### config.mk
export PLATFORM = sky130hd
export DESIGN_NAME = bffa_ctrl
export DESIGN_NICKNAME = d
export VERILOG_FILES = /design/src/hdl/bffa_pkg.sv /design/src/hdl/bffa_ctrl.sv
export SDC_FILE = /design/constraint.sdc
export NUM_CORES = 1
export LEC_CHECK = 0
export ABC_AREA = 0
export BUFFER_PORTS_ARGS = -buffer_cell sky130_fd_sc_hd__buf_2
export CAP_MARGIN = 15
export CORE_ASPECT_RATIO = 0.7
export CORE_MARGIN = 1.5
export CORE_UTILIZATION = 35
export CTS_BUF_LIST = sky130_fd_sc_hd__clkbuf_8
export CTS_CLUSTER_DIAMETER = 60
export CTS_CLUSTER_SIZE = 24
export DETAILED_ROUTE_END_ITERATION = 8
export PLACE_DENSITY = 0.53
export SYNTH_ARGS = -nofsm -noshare
export SYNTH_HDL_FRONTEND = slang
export SYNTH_SLANG_ARGS = --single-unit
### constraint.sdc
create_clock -name clk -period 7.3 [get_ports clk]
set_clock_uncertainty 0.15 [all_clocks]
set_input_delay 0.73 -clock clk [delete_from_list [all_inputs] [get_ports clk]]
set_output_delay 0.73 -clock clk [all_outputs]
set_load 0.005 [all_outputs]
### src/hdl/bffa_pkg.sv
`timescale 1ns / 1ps
`default_nettype none

package bffa_pkg;

  // Bitmap geometry
  localparam int MAP_BITS  = 32768;
  localparam int WORD_BITS = 32;
  localparam int MAP_WORDS = (MAP_BITS + WORD_BITS - 1) / WORD_BITS;
  localparam int ADDR_W    = $clog2(MAP_WORDS);
  localparam int BIT_W     = $clog2(WORD_BITS);
  localparam int IDX_W     = 15;
  localparam int CNT_W     = 16;
  localparam int NWORD_W   = ADDR_W + 1;

  // Command codes
  localparam logic [1:0] CMD_FIND  = 2'd0;
  localparam logic [1:0] CMD_MARK  = 2'd1;
  localparam logic [1:0] CMD_ALLOC = 2'd2;
  localparam logic [1:0] CMD_NOP   = 2'd3;

  // Configuration register indexes
  localparam int         CFG_IDX_W       = 1;
  localparam logic [0:0] REG_ENTRY_COUNT = 1'd0;
  localparam logic [0:0] REG_INDEX_BASE  = 1'd1;

  // Status codes
  localparam logic ST_OK   = 1'b0;
  localparam logic ST_NONE = 1'b1;

  typedef struct packed {
    logic [CNT_W-1:0] entry_count;
    logic             index_base;
  } cfg_t;

  typedef struct packed {
    logic                 we;
    logic [ADDR_W-1:0]    waddr;
    logic [WORD_BITS-1:0] wdata;
    logic [ADDR_W-1:0]    raddr;
  } mem_req_t;

endpackage

`default_nettype wire

### src/hdl/bffa_ctrl.sv
`timescale 1ns / 1ps
`default_nettype none

module bffa_ctrl (
  input  wire logic                         clk,
  input  wire logic                         rst,
  input  wire bffa_pkg::cfg_t               cfg,
  input  wire logic                         in_valid,
  output logic                              in_stall,
  input  wire logic [1:0]                   cmd,
  input  wire logic [bffa_pkg::IDX_W-1:0]   bit_index,
  output logic                              out_valid,
  input  wire logic                         out_stall,
  output logic                              status,
  output logic [bffa_pkg::CNT_W-1:0]        found_index,
  output bffa_pkg::mem_req_t                mem_req,
  input  wire logic [bffa_pkg::WORD_BITS-1:0] mem_rdata
);

  import bffa_pkg::*;

  localparam logic [2:0] S_CLEAR = 3'd0;
  localparam logic [2:0] S_IDLE  = 3'd1;
  localparam logic [2:0] S_SCAN  = 3'd2;
  localparam logic [2:0] S_MARK  = 3'd3;
  localparam logic [2:0] S_DONE  = 3'd4;

  logic [2:0]           state;
  logic [ADDR_W-1:0]    clr_cnt;
  logic [ADDR_W-1:0]    chk_w;
  logic [1:0]           cmd_q;
  logic [IDX_W-1:0]     bit_q;
  logic                 res_status;
  logic [CNT_W-1:0]     res_found;

  logic [CNT_W-1:0]     limit;
  logic [CNT_W-1:0]     limit_up;
  logic [NWORD_W-1:0]   nwords;
  logic [ADDR_W-1:0]    last_w;
  logic [WORD_BITS-1:0] tail_mask;
  logic [WORD_BITS-1:0] eff_word;
  logic                 is_last;
  logic                 hit;
  logic [BIT_W-1:0]     hit_bit;
  logic [IDX_W-1:0]     hit_pos;
  logic                 in_acc;
  logic                 out_free;

  // Lowest clear bit of a word
  function automatic logic [BIT_W-1:0] first_zero(input logic [WORD_BITS-1:0] w);
    logic [BIT_W-1:0] idx;
    idx = '0;
    for (int i = WORD_BITS - 1; i >= 0; i--) begin
      if (!w[i]) idx = BIT_W'(i);
    end
    return idx;
  endfunction

  // Search limit and the words it covers
  always_comb begin
    limit    = (cfg.entry_count > CNT_W'(MAP_BITS)) ? CNT_W'(MAP_BITS) : cfg.entry_count;
    limit_up = limit + CNT_W'(WORD_BITS - 1);
    nwords   = limit_up[BIT_W +: NWORD_W];
    last_w   = ADDR_W'(nwords - NWORD_W'(1));
    if (limit[BIT_W-1:0] == '0) begin
      tail_mask = '1;
    end else begin
      tail_mask = (WORD_BITS'(1) << limit[BIT_W-1:0]) - WORD_BITS'(1);
    end
  end

  // Evaluate the word that has just been read
  always_comb begin
    is_last  = (chk_w == last_w);
    eff_word = mem_rdata | (is_last ? ~tail_mask : '0);
    hit      = (eff_word != '1);
    hit_bit  = first_zero(eff_word);
    hit_pos  = {chk_w, hit_bit};
  end

  assign in_stall = (state != S_IDLE);
  assign in_acc   = in_valid && !in_stall;
  assign out_free = !out_valid || !out_stall;

  // Memory requests
  always_comb begin
    mem_req.we    = 1'b0;
    mem_req.waddr = chk_w;
    mem_req.wdata = mem_rdata;
    mem_req.raddr = '0;
    unique case (state)
      S_CLEAR: begin
        mem_req.we    = 1'b1;
        mem_req.waddr = clr_cnt;
        mem_req.wdata = '0;
      end
      S_IDLE: begin
        mem_req.raddr = (cmd == CMD_MARK) ? bit_index[IDX_W-1:BIT_W] : '0;
      end
      S_SCAN: begin
        mem_req.raddr = chk_w + ADDR_W'(1);
        mem_req.we    = hit && (cmd_q == CMD_ALLOC);
        mem_req.wdata = mem_rdata | (WORD_BITS'(1) << hit_bit);
      end
      S_MARK: begin
        mem_req.we    = 1'b1;
        mem_req.waddr = bit_q[IDX_W-1:BIT_W];
        mem_req.wdata = mem_rdata | (WORD_BITS'(1) << bit_q[BIT_W-1:0]);
      end
      S_DONE: begin
        mem_req.we = 1'b0;
      end
      default: begin
        mem_req.we = 1'b0;
      end
    endcase
  end

  // Sequencer
  always_ff @(posedge clk) begin
    if (rst) begin
      state   <= S_CLEAR;
      clr_cnt <= '0;
    end else begin
      unique case (state)
        S_CLEAR: begin
          clr_cnt <= clr_cnt + ADDR_W'(1);
          if (clr_cnt == ADDR_W'(MAP_WORDS - 1)) state <= S_IDLE;
        end
        S_IDLE: begin
          if (in_acc) begin
            cmd_q <= cmd;
            bit_q <= bit_index;
            chk_w <= '0;
            res_status <= ST_OK;
            res_found  <= '0;
            case (cmd) inside
              CMD_FIND, CMD_ALLOC: begin
                if (nwords == '0) begin
                  res_status <= ST_NONE;
                  state      <= S_DONE;
                end else begin
                  state <= S_SCAN;
                end
              end
              CMD_MARK: state <= S_MARK;
              default:  state <= S_DONE;
            endcase
          end
        end
        S_SCAN: begin
          if (hit) begin
            res_status <= ST_OK;
            res_found  <= CNT_W'(hit_pos) + CNT_W'(cfg.index_base);
            state      <= S_DONE;
          end else if (is_last) begin
            res_status <= ST_NONE;
            res_found  <= '0;
            state      <= S_DONE;
          end else begin
            chk_w <= chk_w + ADDR_W'(1);
          end
        end
        S_MARK: begin
          state <= S_DONE;
        end
        S_DONE: begin
          if (out_free) state <= S_IDLE;
        end
        default: state <= S_CLEAR;
      endcase
    end
  end

  // Output register: load a finished result, drop it once taken
  always_ff @(posedge clk) begin
    if (rst) begin
      out_valid <= 1'b0;
    end else if (state == S_DONE && out_free) begin
      out_valid <= 1'b1;
    end else if (out_valid && !out_stall) begin
      out_valid <= 1'b0;
    end
  end

  always_ff @(posedge clk) begin
    if (state == S_DONE && out_free) begin
      status      <= res_status;
      found_index <= res_found;
    end
  end

endmodule

`default_nettype wire

==> results of run 1 <==
## cells in the mapped netlist (12+ instances only)
master | number | area [um^2]
a41o_1 | 13 | 130.1
clkbuf_1 | 39 | 146.4
a41oi_1 | 13 | 113.9
inv_1 | 16 | 60.06
dfxtp_1 | 14 | 280.3
and3_1 | 19 | 118.9
xor2_1 | 12 | 105.1
nand2_1 | 74 | 277.8
nor3_1 | 28 | 140.1
o21ai_0 | 34 | 170.2
a21o_1 | 18 | 135.1
nor2_1 | 80 | 300.3
xnor2_1 | 29 | 254.0
a31oi_1 | 15 | 93.84
a21oi_1 | 34 | 170.2
nand3_1 | 28 | 140.1
edfxtp_1 | 61 | 1832
a22o_1 | 12 | 105.1
## where the power goes
part | total, mW | internal [mW] | switching [mW]
clock | 0.353 | 0.192 | 0.161
sequential | 0.460 | 0.458 | 0.00224
combinational | 0.190 | 0.0710 | 0.119
## registers in the layout (all words and copies together) (netlist names)
signal and flops:
cmd_q 2, bit_q 15, res_status 1, status 1, res_found 16, found_index 16, out_valid 1, clr_cnt 10
state 3, chk_w 10
## routing by layer
metal  global-route usage (%)  wire length, um  up-vias
li1                         -                -     3174
met1                    34.92            10870     3141
met2                    32.24             8873      300
met3                    5.433             1889       10
met4                    3.183              125        0
met5                        0                0        -
## cell type report
cell class | count | area (um^2)
clock buffer | 9 | 123.9
multi-input combinational | 613 | 4036
fill | 1764 | 10350
timing repair buffer | 165 | 930.9
clock inverter | 7 | 93.84
tap | 236 | 295.3
inverter | 17 | 63.81
sequential | 75 | 2112
## layout by cell type (no fill, tap or decap), drive strengths merged, types with 10 or more instances in the layout
master  count
a31oi      15
nand3      28
a22o       12
nor4       11
nor2       80
nand2      74
a21oi      34
and3       19
xnor2      29
nand4      10
or3        10
o21ai      44
nor3       29
a21o       18
a31o       11
a41oi      14
inv        18
dfxtp      14
nand2b     10
edfxtp     61
a41o       13
buf       165
xor2       12
## worst register-to-register path, cell delays in order (launching register included)
cell	delay (ps)
edfxtp_1	480
inv_1	140
xnor2_1	230
o21ai_0	200
a221o_1	320
mux2i_1	140
a211oi_1	110
nor4_4	300
buf_12	250
a41o_1	340
nand3b_1	110
a221oi_1	450
o211ai_1	240
nand2_1	120
ha_1	170
inv_1	60
or4_4	540
a2111oi_4	460
buf_4	220
xnor2_1	120
nor2_1	90
## worst min path at each step
stage,end,depth (start not counted),start,slack [ps]
2_1_floorplan,found_index[0],0,res_found[0],250
3_3_place_gp,found_index[2],0,res_found[2],250
3_5_place_dp,found_index[12],0,res_found[12],250
4_1_cts,found_index[15],0,res_found[15],260
5_1_grt,found_index[12],0,res_found[12],280
6_report,found_index[15],0,res_found[15],260
## logic make-up after synthesis
logic type | count (synthesis) | synth area share [%]
compound gates | 245 | 28.91
xor+xnor | 41 | 5.590
fa+ha+maj | 6 | 1.169
buf+inv | 71 | 4.967
flops | 75 | 32.88
mux | 6 | 0.9739
simple gates | 315 | 25.52
## through the flow
step / area [um^2] / worst slack, ps / hold slack, ps
floorplan: 6424 / 830.7 / 250.3
global placement: 7390 / 334.8 / 250.8
detailed placement: 7390 / 206.1 / 254.5
CTS: 7607 / 185.3 / 261.8
global route: 7656 / 27.92 / 277.1
finish: 7656 / 377.4 / 264.3
==> run_results.csv, run 1 <==
group,metric,value,unit
cells_and_area,synthToLayoutAreaGrowth,19.19,%
synth,yosysSeqAreaShare,32.88,%
global_routing,grtUsageTotal,22.67,%
sta,finalCritPeriodShare,94.83,%
pwr,powerDensity,131.1,nW/um^2
clock_tree,cts_resized,0,
placement,gp_congestion,0.8907,
run_status,status,"complete, no violations",
run,cap_viol_max_count,0,
critical_path,worst-setup-path-type,"input port to output port",
die,num_io_pins,142,
global_routing,first_global_vias,5784,
worst_hold_path,hold_class,"register to register",
sta,setup_viol,0,
critical_path,regToRegEndpoint,"res_found[5]",
sta,slew_viol_final,0,
clock_tree,clock_sinks,75,
routing,drt_iter0_markers,685,
placement,placed_cells,1105,
critical_path,arrival,6040,ps
synth,synth_enable_flop_cells,61,
sta,hold_violations,0,
clock_tree,cts_buffers,9,
clock_tree,cts_root_buffer,"clkbuf_8",
sta,rsz0062_at_grt,"no",
critical_path,cp-start-kind,"input port",
sta,fin_setup_tns,0,ps
synth,syn_inst,759,
clock_tree,cts_tree,"built",
routing,viasPerCell,5.905,
critical_path,crit_start,"cfg[3]",
synth,ys_async_sr_fraction,0,%
clock_tree,clkTransAtPathRegs,90,ps
die,die_x,164.9,um
die,initial_core_util,35.68,%
cells_and_area,layout-drive-gt1-share,24.72,%
global_routing,antenna_found_initial,0,
routing,vias,6625,
critical_path,slowest_stage,"a221oi_1",
critical_path,rr_startpoint,"chk_w[7]",
synth,yosys_warnings,0,
synth,avgSynthCellArea,8.463,um^2
die,core_area,18010,um^2
cells_and_area,fin_nets,957,
die,rows,41,
routing,drt-wirelength-per-cell,19.39,um
die,die_area,19190,um^2
clock_tree,cts.path.max_buffers,2,
die,die_y,116.3,um
placement,dpl.hpwl,17.05,mm
critical_path,cp.depth,20,
synth,syn_nets,835,
critical_path,setup.worst_path.end,"mem_req[25]",
sta,relSlewSlack,24.93,%
critical_path,cp_slowest_stage_delay,450,ps
cells_and_area,n_antenna_cell,0,
critical_path,cp_num_buf_inv,3,
routing,drt_wl_total,21.76,mm
synth,synth.cell_area,6424,um^2
placement,port-buffer-count,141,
pwr,max-vdd-ir-drop,0.1013,mV
cells_and_area,layoutNonFillerInstCount,1122,
synth,synth_cell_types,86,
synth,synth_seq_cells,75,
critical_path,worstRegToRegCells,20,
routing,drc,0,
clock_tree,post-cts-setup-buffer-count,0,
global_routing,grt_max_degree,44,
clock_tree,htreeDepth,3,
global_routing,grt.overflow.total,0,
sta,fmax,144.5,MHz
sta,worstMarginPinSlew,1126,ps
critical_path,rrSetupSlack,1820,ps
global_routing,grt_pass1_wl,32.97,mm
critical_path,cp_cell_sequence,"buf_2, or3_1, or3_1, nand3_1, ha_1, o21ai_0, a211oi_2, nand2_1, o31ai_2, xnor2_1, o211ai_1, buf_12, a41o_1, nand3b_1, a221oi_1, a21oi_1, a31oi_2, nor2b_1, a22o_1, buf_2",
clock_tree,clk-insertion-delay-late,360,ps
critical_path,crit_fanout,43,
clock_tree,holdBufCountCts,0,
cells_and_area,utilization,42.52,%
critical_path,cp.required,6420,ps
pwr,power,1.004,mW
pwr,leakage,2.967,nW
routing,dr.pass1.iters,5,
critical_path,cp-end-kind,"output port",
synth,synth_ff_type,"edfxtp_1",
sta,fin_crit,6923,ps
routing,postRouteAntennaNets,0,
critical_path,cp_top_family,"compound AO/OA/AOI/OAI gates",
No activity file was read; power rests on OpenSTA's default activity.
==> run 2: changes to the inputs <==
Settings changed: CTS_BUF_LIST sky130_fd_sc_hd__clkbuf_8 to sky130_fd_sc_hd__clkbuf_16.
==> run_results.csv, run 2 (synthesis gave the netlist of run 1 again) <==
group,metric,value,unit
run_status,status,"complete, no violations",
critical_path,arrival,6110,ps
die,num_io_pins,142,
routing,postRouteAntennaNets,0,
sta,fmax,143.2,MHz
clock_tree,cts.path.max_buffers,2,
global_routing,first_global_vias,5790,
sta,fin_crit,6986,ps
sta,worstMarginPinSlew,1105,ps
cells_and_area,final_cell_area,7757,um^2
pwr,swShare,26.35,%
clock_tree,holdBufCountCts,0,
sta,hold_violations,0,
cells_and_area,synthToLayoutAreaGrowth,20.76,%
routing,vias,6604,
clock_tree,clock_sinks,75,
die,rows,41,
die,core_area,18010,um^2
clock_tree,cts_tree,"built",
placement,port-buffer-count,141,
routing,drt_wl_total,21.80,mm
placement,dpl.hpwl,17.05,mm
run,cap_viol_max_count,0,
routing,drc,0,
pwr,p_comb_share,16.9,%
pwr,leakage,3.013,nW
pwr,power,1.126,mW
critical_path,cp_top_family,"compound AO/OA/AOI/OAI gates",
global_routing,grtUsageTotal,22.65,%
placement,place_area,7390,um^2
cells_and_area,fin_nets,957,
cells_and_area,layoutNonFillerInstCount,1122,
worst_hold_path,hold_class,"register to register",
placement,pre_cts_ws,206.1,ps
placement,placed_cells,1105,
sta,fin_ws,314.4,ps
sta,finalCritPeriodShare,95.69,%
critical_path,cp_num_buf_inv,3,
cells_and_area,n_antenna_cell,0,
routing,viasPerCell,5.886,
global_routing,grt_max_degree,44,
pwr,p_sw,296.6,uW
die,die_y,116.3,um
clock_tree,clk-insertion-delay-late,340,ps
critical_path,crit_fanout,43,
placement,gp_congestion,0.8907,
critical_path,worst-setup-path-type,"input port to output port",
routing,dr.pass1.iters,5,
global_routing,antenna_found_initial,0,
pwr,clkPwrFrac,42.2,%
sta,slew_viol_final,0,
clock_tree,cts_buffers,9,
critical_path,slowest_stage,"a221oi_1",
global_routing,grt_pass1_wl,32.98,mm
clock_tree,clkTransAtPathRegs,60,ps
clock_tree,cts_root_buffer,"clkbuf_16",
sta,rsz0062_at_grt,"no",
critical_path,cp_cell_sequence,"buf_2, or3_1, or3_1, nand3_1, ha_1, o21ai_0, a211oi_2, nand2_1, o31ai_2, xnor2_1, o211ai_1, buf_12, a41o_1, nand3b_1, a221oi_1, a21oi_1, a31oi_2, nor2b_1, a22o_1, buf_2",
pwr,max-vdd-ir-drop,0.08931,mV
pwr,sequentialPowerShare,41.0,%
sta,hold-worst-slack,265.9,ps
global_routing,grt.overflow.total,0,
cells_and_area,final_cell_mix,"141 x buf_2, 79 x nor2_1, 74 x nand2_1, 61 x edfxtp_1, 34 x o21ai_0",
critical_path,cp.required,6420,ps
critical_path,cp_slowest_stage_delay,480,ps
sta,relSlewSlack,26.36,%
clock_tree,htreeDepth,3,
routing,drt_iter0_markers,721,
pwr,p_int,828.9,uW
die,die_area,19190,um^2
routing,drt-wirelength-per-cell,19.43,um
critical_path,cp-end-kind,"output port",
pwr,powerDensity,145.1,nW/um^2
cells_and_area,final_common_cell,"buf_2",
sta,setup_viol,0,
cells_and_area,layout-drive-gt1-share,24.72,%
sta,fin_setup_tns,0,ps
cells_and_area,top_regs,"found_index x16, res_found x16, bit_q x15",
die,initial_core_util,35.68,%
critical_path,cp-start-kind,"input port",
die,die_x,164.9,um
cells_and_area,utilization,43.08,%
-- run 2: cell types whose count changed in the layout (fill, tap and decap cells not counted) --
cell / previous run / this run
clkbuf_8: 9 / 0
clkbuf_16: 0 / 9
-- run 2: power groups by stage --
stage,Sequential (mW),Clock (mW),Combinational [mW]
after floorplan,0.470,0,0.117
after CTS,0.461,0.481,0.185
after global routing,0.461,0.500,0.206
final,0.461,0.474,0.190
after detailed placement,0.470,0,0.184
after global placement,0.470,0,0.187
-- run 2: cell type report --
cell class,count,area [um^2]
Fill cell,1752,10250
Multi-Input combinational cell,613,4036
Sequential cell,75,2112
Timing Repair Buffer,165,930.9
Tap cell,236,295.3
Clock buffer,9,225.2
Clock inverter,7,93.84
Inverter,17,63.81
-- run 2: worst paths after layout --
path / from / end / slack (ps) / cells past startpoint
worst max-delay path: cfg[3] / mem_req[25] / 310 / 20
worst min-delay path: res_found[15] / found_index[15] / 270 / 0
worst max register to register: chk_w[7] / res_found[5] / 1790 / 20
worst min register to register: res_found[15] / found_index[15] / 270 / 0
-- run 2: per-layer routing --
metal / up-vias / part of all wire, % / global-route usage [%]
met1: 3133 / 50 / 35.20
met5: - / 0 / 0
met4: 0 / 0.56 / 3.183
li1: 3176 / - / -
met3: 8 / 7.9 / 4.865
met2: 287 / 41 / 32.24
-- run 2: what timing repair did --
| action | CTS | global route |
|---|---|---|
| hold endpoints to repair | 0 | 0 |
| gates resized for setup | 0 | 3 |
| setup endpoints to repair | 0 | 32 |
| buffers inserted | 0 | 0 |
==> run 3: changes to the inputs <==
Settings changed: CELL_PAD_IN_SITES_DETAIL_PLACEMENT from default to 0, CELL_PAD_IN_SITES_GLOBAL_PLACEMENT from default to 1, PLACE_DENSITY 0.53 to 0.68.
==> run_results.csv, run 3 (synthesis gave the netlist of run 1 again) <==
group,metric,value,unit
run_status,status,"complete, no violations",
pwr,swShare,26.40,%
global_routing,grt_max_degree,44,
sta,relSlewSlack,24.52,%
die,num_io_pins,142,
pwr,max-vdd-ir-drop,0.1098,mV
routing,drt-wirelength-per-cell,20.92,um
sta,fmax,145.3,MHz
die,die_y,116.3,um
critical_path,worst-setup-path-type,"input port to output port",
global_routing,first_global_vias,6061,
sta,fin_crit,6884,ps
die,initial_core_util,35.68,%
critical_path,cp-end-kind,"output port",
cells_and_area,final_common_cell,"buf_2",
routing,drt_iter0_markers,715,
clock_tree,cts_tree,"built",
routing,dr.pass1.iters,6,
sta,rsz0062_at_grt,"no",
clock_tree,holdBufCountCts,0,
critical_path,cp.required,6420,ps
global_routing,grtUsageTotal,24.27,%
die,die_x,164.9,um
cells_and_area,utilization,43.03,%
critical_path,cp-start-kind,"input port",
placement,dpl.hpwl,18.58,mm
clock_tree,cts.path.max_buffers,2,
clock_tree,post-cts-setup-buffer-count,0,
pwr,p_sw,297.2,uW
global_routing,antenna_found_initial,0,
sta,setup_viol,0,
sta,hold_violations,0,
cells_and_area,layout-drive-gt1-share,24.63,%
routing,drt_wl_total,23.45,mm
cells_and_area,top_regs,"found_index x16, res_found x16, bit_q x15",
pwr,leakage,3.012,nW
die,rows,41,
run,cap_viol_max_count,0,
global_routing,grt.overflow.total,0,
critical_path,cp_cell_sequence,"buf_2, or3_1, or3_1, nand3_1, ha_1, o21ai_0, a211oi_2, nand2_1, o31ai_2, xnor2_1, o211ai_1, buf_12, a41oi_1, nor4_1, buf_4, a311oi_1, o21ai_1, a31oi_1, nor2_1, a22o_1, buf_2",
pwr,p_int,828.6,uW
sta,worstMarginPinSlew,1132,ps
sta,hold-worst-slack,269.5,ps
sta,fin_setup_tns,0,ps
global_routing,grt_pass1_wl,35.18,mm
pwr,power,1.126,mW
clock_tree,cts_buffers,9,
routing,drc,0,
cells_and_area,final_cell_mix,"141 x buf_2, 79 x nor2_1, 74 x nand2_1, 61 x edfxtp_1, 34 x o21ai_0",
routing,vias,6728,
critical_path,cp_slowest_stage_delay,460,ps
pwr,p_comb_share,17.1,%
sta,slew_viol_final,0,
pwr,clkPwrFrac,41.9,%
critical_path,arrival,6000,ps
clock_tree,clkTransAtPathRegs,60,ps
critical_path,slowest_stage,"nor4_1",
sta,finalCritPeriodShare,94.30,%
clock_tree,clock_sinks,75,
routing,postRouteAntennaNets,0,
placement,placed_cells,1104,
clock_tree,clk-insertion-delay-late,330,ps
placement,gp_congestion,0.9825,
placement,port-buffer-count,141,
pwr,powerDensity,145.3,nW/um^2
pwr,sequentialPowerShare,41.0,%
clock_tree,cts_root_buffer,"clkbuf_16",
cells_and_area,layoutNonFillerInstCount,1121,
cells_and_area,n_antenna_cell,0,
critical_path,crit_fanout,43,
die,core_area,18010,um^2
cells_and_area,synthToLayoutAreaGrowth,20.61,%
clock_tree,cts_resized,0,
cells_and_area,fin_nets,956,
routing,viasPerCell,6.002,
worst_hold_path,hold_class,"register to register",
clock_tree,htreeDepth,3,
die,die_area,19190,um^2
-- run 3: routing by layer --
layer	GRT usage, %	vias to the layer above	routed length, um
met5	0	-	0
met4	4.985	0	358
met3	3.658	26	1575
met2	34.71	285	9667
met1	37.98	3248	11850
li1	-	3169	-
-- run 3: worst max-delay path: cells and delay by family --
family	cells	cell delay (ps)
XOR/XNOR	1	110
buffers and inverters	4	810
AO/OA/AOI/OAI	9	2280
AND/OR/NAND/NOR	6	1860
adder cells (fa/ha/maj)	1	200
-- run 3: cell type report --
type | count | area, um^2
Fill cell | 1820 | 10260
Tap cell | 236 | 295.3
Clock inverter | 7 | 95.09
Multi-Input combinational cell | 613 | 4020
Inverter | 17 | 63.81
Timing Repair Buffer | 164 | 935.9
Sequential cell | 75 | 2112
Clock buffer | 9 | 225.2
-- run 3: through the flow --
stage / setup slack (ps) / cell area (um^2)
after floorplan: 830.7 / 6424
after global routing: 3.445 / 7747
after global placement: 503.2 / 7395
after CTS: 350.3 / 7715
final: 416.4 / 7747
after detailed placement: 386.4 / 7395
-- run 3: final timing paths --
check | start | end | slack (ps) | cells past startpoint
setup / recovery | cfg[3] | mem_req[14] | 420 | 21
hold / removal | res_found[6] | found_index[6] | 270 | 0
setup reg to reg | chk_w[7] | res_found[11] | 1850 | 19
hold reg to reg | res_found[6] | found_index[6] | 270 | 0
-- run 3: power by group through the flow --
stage / sequential, mW / clock [mW] / combinational [mW]
global route: 0.461 / 0.495 / 0.209
floorplan: 0.470 / 0 / 0.117
global placement: 0.470 / 0 / 0.188
CTS: 0.461 / 0.479 / 0.189
finish: 0.461 / 0.472 / 0.193
detailed placement: 0.470 / 0 / 0.189
